`src/sv/rbb_pkg.sv`:
```
`timescale 1ns / 1ps
// Package for the RGB box blur: configuration indexes, register widths and defaults.
// Depends on nothing; used by every module of the block.
package rbb_pkg;
  localparam int DEF_MAX_WIDTH  = 2048;
  localparam int DEF_MAX_HEIGHT = 4096;
  localparam int DEF_MAX_RADIUS = 12;

  localparam int RADIUS_REG_W = 4;
  localparam int WIDTH_REG_W  = 12;
  localparam int HEIGHT_REG_W = 13;
  localparam int CFG_DATA_W   = 13;
  localparam int CFG_IDX_W    = 2;
  localparam int PIX_W        = 32;

  localparam logic [CFG_IDX_W-1:0] REG_RADIUS = 2'd0;
  localparam logic [CFG_IDX_W-1:0] REG_WIDTH  = 2'd1;
  localparam logic [CFG_IDX_W-1:0] REG_HEIGHT = 2'd2;

  localparam logic [RADIUS_REG_W-1:0] RADIUS_RESET = 4'd1;
  localparam logic [WIDTH_REG_W-1:0]  WIDTH_RESET  = 12'd2048;
  localparam logic [HEIGHT_REG_W-1:0] HEIGHT_RESET = 13'd4096;

  typedef struct packed {
    logic start;
    logic busy;
  } div_ctl_t;
endpackage

```
`src/sv/rbb_div.sv`:
```
`timescale 1ns / 1ps
// Restoring divider, three lanes sharing one divisor, one quotient bit per cycle.
// Depends on rbb_pkg for the control struct.
module rbb_div #(
  parameter int NUM_W = 18,
  parameter int DEN_W = 10
) (
  input  logic                      clk,
  input  logic                      rst,
  input  rbb_pkg::div_ctl_t         ctl_in,
  output rbb_pkg::div_ctl_t         ctl_out,
  input  logic [2:0][NUM_W-1:0]     num,
  input  logic [DEN_W-1:0]          den,
  output logic [2:0][NUM_W-1:0]     quo
);
  import rbb_pkg::*;

  localparam int STEP_W = $clog2(NUM_W + 1);

  logic [2:0][DEN_W:0] rem;
  logic [DEN_W-1:0]    d;
  logic [STEP_W-1:0]   steps;
  logic                busy;

  always_ff @(posedge clk) begin
    if (rst) begin
      busy  <= 1'b0;
      steps <= '0;
    end else if (ctl_in.start) begin
      busy  <= 1'b1;
      steps <= STEP_W'(NUM_W);
      d     <= den;
      rem   <= '0;
      quo   <= num;
    end else if (busy) begin
      for (int i = 0; i < 3; i++) begin
        if ({rem[i][DEN_W-1:0], quo[i][NUM_W-1]} >= {1'b0, d}) begin
          rem[i] <= {rem[i][DEN_W-1:0], quo[i][NUM_W-1]} - {1'b0, d};
          quo[i] <= {quo[i][NUM_W-2:0], 1'b1};
        end else begin
          rem[i] <= {rem[i][DEN_W-1:0], quo[i][NUM_W-1]};
          quo[i] <= {quo[i][NUM_W-2:0], 1'b0};
        end
      end
      steps <= steps - 1'b1;
      if (steps == STEP_W'(1)) begin
        busy <= 1'b0;
      end
    end
  end

  assign ctl_out.start = 1'b0;
  assign ctl_out.busy  = busy | ctl_in.start;
endmodule

```
`config.mk`:
```
export PLATFORM = sky130hd
export DESIGN_NAME = rbb_div
export DESIGN_NICKNAME = d
export VERILOG_FILES = /design/src/sv/rbb_pkg.sv /design/src/sv/rbb_div.sv
export SDC_FILE = /design/constraint.sdc
export NUM_CORES = 1
export LEC_CHECK = 0
export BUFFER_PORTS_ARGS = -buffer_cell sky130_fd_sc_hd__buf_4
export CORE_MARGIN = 2
export CORE_UTILIZATION = 40
export CTS_CLUSTER_SIZE = 10
export DETAILED_ROUTE_END_ITERATION = 12
export SETUP_SLACK_MARGIN = 0.5
export SKIP_LAST_GASP = 1
export SLEW_MARGIN = 10
export SYNTH_ARGS = -nofsm -noshare
export SYNTH_HDL_FRONTEND = slang
export SYNTH_SLANG_ARGS = --single-unit
```
`constraint.sdc`:
```
create_clock -name clk -period 11.25 [get_ports clk]
set_input_delay 0 -clock clk [delete_from_list [all_inputs] [get_ports clk]]
set_output_delay 0 -clock clk [all_outputs]
set_load 0.01 [all_outputs]
```
=== Word level (Yosys, flattened, before mapping) ===
Index checks and enable logic that the tools add are counted.

* Reductions and logical operators: 4
* Equal/unequal tests: 1
* $add $sub $neg: 4
* Muxes and demuxes: 14
* Order comparisons: 3
* Bitwise logic cells: 2

{| class="wikitable"
|+ Operators by type and width
! kind !! number
|-
| $mux W54 || 2
|-
| $ge A11 B10 Y1 || 3
|-
| $mux W32 || 1
|-
| $mux W11 || 2
|-
| $sub A11 B10 Y11 || 2
|-
| $mux W10 || 1
|-
| $mux W5 || 2
|-
| $sub A10 B10 Y10 || 1
|-
| $mux W1 || 6
|-
| $eq A5 B1 Y1 const B || 1
|-
| $sub A5 B1 Y5 const B || 1
|-
| $reduce_and A2 Y1 || 2
|-
| $reduce_bool A2 Y1 || 1
|-
| $reduce_or A2 Y1 || 1
|-
| $not A1 Y1 || 1
|-
| $or A1 B1 Y1 || 1
|}

* Input port bits: 68
* Register bits: 100

=== Logic depth before layout (Yosys ltp) ===
Gate-level depths: netlist of the first run.

* Depth after elaboration: 4
* Mapped depth: 10
* Mapped depth without buffers: 10

=== Worst setup path after synthesis of the first run ===
No wires, ideal clock.

* Path type: input port to flip-flop
* Start point: input port ctl_in[1] (netlist bit)
* End point: register quo[0] (netlist bit) (enable)
* Data arrival time: 4250 ps
* Stages: 4
* Setup slack: 6473 ps
* Library setup time: 527 ps
* Required time: 10723 ps
* Path buffers: 2
* Path through: buf_1 -> clkbuf_1 -> nor2_1 -> nor2_1

* Longest elaborated chain between the ends: 2

{| class="wikitable"
|+ RTL lines
! item !! line !! text
|-
| start, declared || rbb_div.sv:10 || <nowiki>input rbb_pkg::div_ctl_t ctl_in,</nowiki>
|-
| $reduce_bool A2 Y1 (no source line) || n/a ||
|-
| $reduce_and A2 Y1 (no source line) || n/a ||
|-
| end signal, assigned || rbb_div.sv:34 || <nowiki>quo <= num;</nowiki>
|-
| end signal, assigned by index || rbb_div.sv:39 || <nowiki>quo[i] <= {quo[i][NUM_W-2:0], 1'b1};</nowiki>
|-
| end signal, assigned by index || rbb_div.sv:42 || <nowiki>quo[i] <= {quo[i][NUM_W-2:0], 1'b0};</nowiki>
|-
| end, declared || rbb_div.sv:14 || <nowiki>output logic [2:0][NUM_W-1:0] quo</nowiki>
|}

No other way between the ends.
A chain may end at the register's enable or synchronous reset.

=== Worst setup path in the final report of the first run ===
* Start point: register d[1]
* End point: register quo[18] (netlist bit) (data pin)

* Longest elaborated chain between the ends: 4

{| class="wikitable"
|+ RTL lines
! item !! line !! text
|-
| start, declared || rbb_div.sv:21 || <nowiki>logic [DEN_W-1:0] d;</nowiki>
|-
| start signal, assigned || rbb_div.sv:32 || <nowiki>d <= den;</nowiki>
|-
| $ge A11 B10 Y1 || rbb_div.sv:37 || <nowiki>if ({rem[i][DEN_W-1:0], quo[i][NUM_W-1]} >= {1'b0, d}) begin</nowiki>
|-
| $mux W1 || rbb_div.sv:37 ||
|-
| $mux W54 || rbb_div.sv:35 || <nowiki>end else if (busy) begin</nowiki>
|-
| $mux W54 || rbb_div.sv:29 || <nowiki>end else if (ctl_in.start) begin</nowiki>
|}

No other way between the ends. The select of a mux whose other input is x is not followed.

==> flow_summary.toml, run 1 <==
[power]
p_int_w = 0.000768
powerDensity_nw_per_um2 = 138
p_seq_frac = 0.435
clkPwrFrac = 0.300
ir_worst_vdd_v = 0.0000685
p_sw_frac = 0.282
p_switching_w = 0.000301
comb_power_share = 0.264
leakagePower_nw = 3.04

[die]
die_w_um = 124
core_sq_um = 13900
die_area_sq_um = 15300
initial_utilization = 0.411
die_y_um = 124
fp-row-count = 43
io_pins = 124

[status]
status = "finished clean"

[routing]
final_antenna_net_count = 0
vias = 4463
drt_iter0_markers = 215
drtPass1Iterations = 4
vias_per_cell = 5.36
drc = 0
routed_wl_mm = 14.0
avgRoutedWirePerCell_um = 16.8

[worst_setup_path]
r2r_slack_ns = 8.28
arrival_ns = 3.07
startpoint = "d[1]"
r2r_cells = 7
critPathKind = "register to register"
crit_end = "quo[18]"
r2r_start = "d[1]"
endpoint_kind = "register"
cp.required_ns = 11.35
cp_max_fo = 14
start_kind = "register"
r2r-end = "quo[18]"

[timing]
finClkSkew_ns = 0.00371
min_period_ns = 2.97
fin_crit_sh = 0.264
hold_slack_ns = 0.0365
finalHoldViolCount = 0
finalSetupTns_ns = 0
max_slew_margin = 0.445
fmax_mhz = 336
tightest_slew_ns = 0.833
rsz0062_at_grt = "no"
maxSlewViolCount = 0
finalSetupViolCount = 0

[clocking]
clk_pin_slew_ns = 0.07
clock-sinks = 100
post-cts-setup-buffers = 0
htreeDepth = 3
cts_inserted_buffers = 9
cts_root_buf = "clkbuf_16"
cts_tree = "yes"
clk_path_buf_depth = 2
clk_latency_ns = 0.35

[grt]
track_usage = 0.192
grt_overflow = 0
grt_antenna_before_repair = 0
grt_max_degree = 67
grt_pass1_vias = 4486
grt_pass1_wl_mm = 22.5

[synth]
yosys_register_bits = 100
synth-simple-area-share = 0.0875
synth_compound_area_frac = 0.148
seq_area_frac_synth = 0.514
syn-num-nets = 567
synth_edf_count = 94
synth_area_sq_um = 5720
synth_ff_type = "edfxtp_1"
synth_cells = 464
synth_fa_ha_area_frac = 0.0805
synth_top_family_by_area = "compound AO/OA/AOI/OAI gates"
ys_types = 67
ys_async_sr_fraction = 0
synth_xor_xnor_area_share = 0.0276
muxShareOfSynthArea = 0.109
yosysWarnings = 0
avgSynthCellArea_sq_um = 12.3

[finish]
fillerInstances = 1139
antenna_cells = 0
layout_common_cells = "buf_4 (123), edfxtp_1 (94), dlygate4sd3_1 (65)"
drive_gt1_frac = 0.323
final_core_util = 0.557
syn_to_final_growth_pct = 35.5
final_common_cell = "buf_4"
nets = 751

[run]
maxCapViolCount = 0

[worst_hold_path]
hp-class = "input pin to register"

[placement]
numPortBuffers = 121
gp_congestion = 0.847
dp_hpwl_mm = 9.12
## registers in the layout, summed over array words and instances (netlist names)
signal / cells
busy: 1
d: 10
rem: 30
steps: 5
quo: 54
## power groups by stage
stage / Sequential, W / Combinational, W / Clock [W]
final: 0.000466 / 0.000283 / 0.000321
after global routing: 0.000470 / 0.000313 / 0.000341
after CTS: 0.000466 / 0.000282 / 0.000326
after detailed placement: 0.000473 / 0.000262 / 0
after global placement: 0.000472 / 0.000257 / 0
after floorplan: 0.000477 / 0.000182 / 0
## cells in the mapped netlist, drive strengths merged, types with 2 or more instances
library cell   n  area share
inv           26       0.017
buf            8       0.010
o21ai         27       0.024
nor3          15       0.015
xor2           3      0.0046
a21oi         38       0.034
o21a           4      0.0052
nand3         23       0.020
o2111ai        2      0.0061
clkbuf         7      0.0046
a211o          3      0.0046
a211oi        13       0.024
nor4           2      0.0022
o21bai         4      0.0052
ha            32       0.070
o2111a         2      0.0039
edfxtp        94        0.49
nand2         16       0.012
nor4b          2      0.0031
or3            3      0.0033
nor2          16       0.011
nand2b         2      0.0022
nor2b          3      0.0059
o2bb2ai        2      0.0031
fa             3       0.010
and3           2      0.0024
o31a           2      0.0031
a31oi          3      0.0033
xnor2         15       0.023
nand3b         2      0.0026
a21o           5      0.0066
a311oi         2      0.0031
nand4          2      0.0022
o211ai         4      0.0052
dfxtp          6       0.021
mux2          54        0.11
## cells by family (layout without fill, tap and decap cells)
family | after synthesis | count (layout)
other | 1 | 1
AOI/OAI and AO/OA | 121 | 121
buffers and inverters | 42 | 231
muxes | 55 | 55
and+or+nand+nor | 92 | 92
DFF | 100 | 100
xor gates and xnor gates | 18 | 18
adders and majority gates | 35 | 35
## worst min-delay path by stage
stage | startpoint | endpoint | cells after the start
after global placement | den[8] | d[8] | 1
after detailed placement | den[6] | d[6] | 1
after floorplan | den[0] | d[0] | 0
final | ctl_in[1] | steps[3] | 2
after CTS | ctl_in[1] | steps[3] | 2
after global routing | ctl_in[1] | steps[3] | 2
## cell type report
| type | instances | area [sq um] | area share |
|---|---|---|---|
| Timing Repair Buffer | 188 | 1570 | 0.203 |
| Multi-Input combinational cell | 322 | 2600 | 0.335 |
| Tap cell | 180 | 225 | 0.0290 |
| Inverter | 27 | 101 | 0.0131 |
| Clock inverter | 2 | 13.8 | 0.00177 |
| Sequential cell | 100 | 2940 | 0.379 |
| Clock buffer | 14 | 297 | 0.0382 |
## stage by stage
| stage | power (W) | setup WS [ns] | std cells | area [sq um] |
|---|---|---|---|---|
| 5_1_grt | 0.00112 | 8.08 | 833 | 7750 |
| 3_3_place_gp | 0.000730 | 8.24 | 752 | 6790 |
| 4_1_cts | 0.00107 | 8.25 | 833 | 7750 |
| 6_report | 0.00107 | 8.28 | 833 | 7750 |
| 3_5_place_dp | 0.000735 | 8.27 | 752 | 6790 |
| 2_1_floorplan | 0.000659 | 6.47 | 464 | 5720 |
## critical path: stages (launching register included)
cell and delay, ns:
edfxtp_1 0.36, inv_1 0.29, ha_1 0.32, nor2b_4 0.14, o31a_1 0.25, a2111oi_2 0.71, nor2_2 0.31, mux2_2 0.34
## repair_timing
action | in CTS | in global routing
hold buffers | 65 | 0
hold endpoints to repair | 70 | 0
gates resized for setup | 0 | 0
setup endpoints to repair | 0 | 0
## routing by layer
metal	GRT usage	up-vias	routed length, um	part of all wire
li1	-	2158	-	-
met3	0.0339	21	660	0.047
met1	0.245	2182	6000	0.43
met5	0	-	0	0
met4	0.0732	0	276	0.020
met2	0.327	102	7060	0.50
(Power assumes the default switching activity.)
==> run 2: changes to the inputs <==
Clock period 11.25 ns to 2.52 ns, I/O delays scaled along.
==> run 2 against run 1 <==
Net effect:
- via count up 6.9%
- sequential power rose to 4.5 times the previous value
- combinational power rose to 5.8 times the previous value
- first-iteration DRC count up 47%
- power rose to 4.8 times the previous value
- cell count up 7.1%
- clock-buffer cell count down 3
- clock power rose to 4.4 times the previous value
- die area unchanged
- utilization up 6.5 points
==> flow_summary.toml, run 2 (same netlist as run 1, synthesis figures left out) <==
[die]
fp-row-count = 43
die_area_sq_um = 15300
core_sq_um = 13900
initial_utilization = 0.411
die_w_um = 124
io_pins = 124
die_y_um = 124

[timing]
finalSetupViolCount = 0
finClkSkew_ns = 0.00525
finalHoldViolCount = 0
fmax_mhz = 419
rsz0062_at_grt = "yes"
min_period_ns = 2.38
finalSetupTns_ns = 0
tightest_slew_ns = 0.735
maxSlewViolCount = 0
max_slew_margin = 0.510
fin_crit_sh = 0.946

[worst_setup_path]
critPathKind = "register to register"
cp.required_ns = 2.61
cp_max_fo = 6
endpoint_kind = "register"
crit_slowest_cell = "edfxtp_1"
slowest_delay_ns = 0.43
startpoint = "rem[0]"
start_kind = "register"
r2r_start = "rem[0]"
path_cells = "ha_4, nor2b_4, o31a_1, o41a_4, o2111a_2, nor3_4, a211oi_2"
arrival_ns = 2.47

[clocking]
clk_pin_slew_ns = 0.07
cts_inserted_buffers = 9
cts_root_buf = "clkbuf_16"
clk_latency_ns = 0.35
clk_path_buf_depth = 2
clock-sinks = 100
cts_tree = "yes"
htreeDepth = 3

[grt]
grt_max_degree = 80
track_usage = 0.212
grt_overflow = 0
grt_antenna_before_repair = 0
grt_pass1_wl_mm = 25.0
grt_pass1_vias = 5049

[routing]
routed_wl_mm = 15.6
drt_iter0_markers = 316
final_antenna_net_count = 0
vias = 4772
avgRoutedWirePerCell_um = 17.5
vias_per_cell = 5.35
drc = 0
drtPass1Iterations = 4

[placement]
dp_hpwl_mm = 10.1
gp_congestion = 0.899
numPortBuffers = 121
dpl.cell_count = 781

[finish]
final_core_util = 0.621
layout_common_cells = "buf_4 (168), edfxtp_1 (94), dlygate4sd3_1 (66)"
largest_register_ffs = 54
multiInputGateArea_sq_um = 3000
final_common_cell = "buf_4"
top_register = "quo"
fillerInstances = 1112
regArea_sq_um = 2950
finalNonFillerCells = 892
antenna_cells = 0
syn_to_final_growth_pct = 51.3
nets = 810
drive_gt1_frac = 0.456
top_regs = "quo (54), rem (30), d (10)"

[power]
fin_total_pwr_w = 0.00515
leakagePower_nw = 3.39
ir_worst_vdd_v = 0.000361
powerDensity_nw_per_um2 = 595

[run]
maxCapViolCount = 0

[worst_hold_path]
hp-start = "den[9]"
hp-class = "input pin to register"

[status]
status = "finished clean"
==> run 2: critical path, delay by kind of cell (launching register included) <==
family	cells	cell delay (ns)
flip-flops	1	0.43
AND/OR/NAND/NOR	2	0.33
AO/OA/AOI/OAI	4	1.09
adder cells (fa/ha/maj)	1	0.26
==> run 2: report_power, final <==
group	switching (W)	leakage (nW)	internal, W
combinational	0.000792	2.30	0.000855
clock	0.000635	0.138	0.000776
sequential	0.0000929	0.952	0.00200
==> run 2: repair_timing <==
item | CTS | global route
setup endpoints to repair | 33 | 33
gates resized for setup | 54 | 22
hold buffers | 66 | 0
hold endpoints to repair | 70 | 0
pin swaps | 32 | 26
cloned | 2 | 0
setup buffers | 19 | 8
==> run 2: worst paths after layout <==
check / depth (start not counted) / slack, ns / to
setup / recovery: 7 / 0.14 / rem[0]
hold / removal: 2 / 0.37 / d[9]
hold reg to reg: 2 / 0.58 / steps[3]
setup reg to reg: 7 / 0.14 / rem[0]
==> run 2: layout make-up <==
cell class	instances	share of cell area
multi-input cells	323	0.347
clock buffers	11	0.0269
well taps	180	0.0260
clock inverters	5	0.00679
flip-flops and latches	100	0.340
repair buffers	246	0.242
inverters	27	0.0117
==> run 2: per-layer routing <==
layer | GRT usage | routed length, um
met4 | 0.0696 | 297
met3 | 0.0687 | 1060
met5 | 0 | 0
met2 | 0.339 | 7470
met1 | 0.272 | 6800
==> run 2: stage by stage <==
stage | hold slack, ns | worst slack, ns | instance area [sq um]
floorplan | 0.0989 | 0.146 | 5830
global placement | 0.178 | 0.0497 | 7120
finish | 0.374 | 0.136 | 8660
CTS | 0.359 | 0.159 | 8510
global route | 0.366 | 0.0590 | 8660
detailed placement | 0.180 | 0.0116 | 7120
==> run 3: changes to the inputs <==
Settings changed: CTS_CLUSTER_DIAMETER from default to 150.
Clock period 2.52 ns to 2.45 ns, I/O delays scaled along.
==> run 3 against run 2 <==
Net effect:
- utilization fell by 0.14 points
- hold slack got worse by 0.22 ns
- power rose by 3.8%
- critical path type unchanged
==> flow_summary.toml, run 3 (same netlist as run 1, synthesis figures left out) <==
[finish]
largest_register_ffs = 54
top_register = "quo"
layout_common_cells = "buf_4 (164), edfxtp_1 (94), dlygate4sd3_1 (65)"
top_regs = "quo (54), rem (30), d (10)"
drive_gt1_frac = 0.461
antenna_cells = 0
final_common_cell = "buf_4"
syn_to_final_growth_pct = 50.9
final_core_util = 0.620
stdcell_area_sq_um = 8640
nets = 809

[timing]
finalSetupViolCount = 0
min_period_ns = 2.42
finalHoldViolCount = 0
rsz0062_at_grt = "yes"
finClkSkew_ns = 0.0115
worst_slack_ns = 0.0336
fmax_mhz = 414
finalSetupTns_ns = 0
maxSlewViolCount = 0
fin_crit_sh = 0.986

[worst_setup_path]
arrival_ns = 2.51
startpoint = "d[1]"
critPathKind = "register to register"
start_kind = "register"
r2r_slack_ns = 0.03
cp_max_fo = 4
endpoint_kind = "register"
r2r_cells = 9
r2r-end = "quo[0]"
cp.required_ns = 2.55
r2r_start = "d[1]"

[routing]
drtPass1Iterations = 4
avgRoutedWirePerCell_um = 17.8
vias = 4745
routed_wl_mm = 15.8
vias_per_cell = 5.33
final_antenna_net_count = 0
drc = 0
drt_iter0_markers = 277

[die]
io_pins = 124
fp-row-count = 43
die_y_um = 124
die_area_sq_um = 15300
initial_utilization = 0.411
die_w_um = 124
core_sq_um = 13900

[clocking]
clk_path_buf_depth = 2
cts_tree = "yes"
cts_root_buf = "clkbuf_16"
htreeDepth = 3
clock-sinks = 100
clk_pin_slew_ns = 0.08
clk_latency_ns = 0.35
cts_inserted_buffers = 9

[grt]
grt_pass1_wl_mm = 25.0
grt_pass1_vias = 4906
grt_overflow = 0
track_usage = 0.214
grt_antenna_before_repair = 0
grt_max_degree = 58

[worst_hold_path]
min_path_cells = 2
hp-class = "input pin to register"
hp-start = "ctl_in[1]"
hold_path_end = "rem[5]"

[run]
maxCapViolCount = 0

[status]
status = "finished clean"

[placement]
dp_slack_ns = -0.0756
dp_hpwl_mm = 10.3
numPortBuffers = 121
postPlaceCellArea_sq_um = 7170
gp_congestion = 0.891

[power]
leakagePower_nw = 3.40
powerDensity_nw_per_um2 = 619
ir_worst_vdd_v = 0.000457
fin_total_pwr_w = 0.00534
==> run 3: changes by cell type in the layout (fill, tap and decap cells not counted), moves of 3 or more <==
cell     before  now
a21oi_2       5    8
buf_4       168  164
buf_6         9   13
ha_1         19   24
ha_4          9    5
inv_1        22   19
inv_2         4    7
o21ai_0      13   18
o21ai_1      13    9
==> run 3: cell type report <==
cell class	instances	area, sq um
Fill cell	1060	5300
Multi-Input combinational cell	323	2970
Sequential cell	100	2950
Timing Repair Buffer	245	2090
Clock buffer	11	243
Tap cell	180	225
Inverter	27	101
Clock inverter	5	58.8
==> run 3: how the worst max path moves through the flow <==
stage | slack [ns] | to | depth (start not counted)
5_1_grt | -0.07 | quo[0] | 9
3_3_place_gp | -0.02 | rem[5] | 7
3_5_place_dp | -0.08 | rem[5] | 7
6_report | 0.03 | quo[0] | 9
2_1_floorplan | 0.08 | quo[0] | 8
4_1_cts | 0.008 | quo[0] | 8
==> run 3: per-stage QoR <==
step,hold WS (ns),instances
6_report,0.150,891
5_1_grt,0.183,891
4_1_cts,0.146,884
3_5_place_dp,0.180,786
3_3_place_gp,0.178,786
2_1_floorplan,0.0989,464
==> run 3: where the power goes <==
part,internal [W],switching [W]
Clock,0.000825,0.000654
Sequential,0.00206,0.0000925
Combinational,0.000883,0.000833
==> run 3: worst max-delay path, stage by stage, from the launching register on <==
cell and delay, ns:
edfxtp_1 0.38, inv_2 0.12, ha_4 0.21, nor2b_4 0.12, o31a_1 0.26, o41a_4 0.39
buf_6 0.13, o2111ai_4 0.21, nand2_4 0.08, mux2_4 0.26
==> run 3: metal layers <==
layer  wire length [um]  vias up  GRT usage
li1                   -     2281          -
met1               6950     2290      0.281
met2               7490      151      0.341
met3               1120       23     0.0650
met4                280        0     0.0661
met5                  0        -          0
==> run 3: repair_timing <==
action                                  in CTS  in global routing
endpoints found under the setup margin      33                 33
gates resized for setup                     44                 31
pin swaps                                   21                 21
cloned                                       1                  0
setup buffers                               16                  7
hold buffers                                65                  0
endpoints found under the hold margin       70                  0
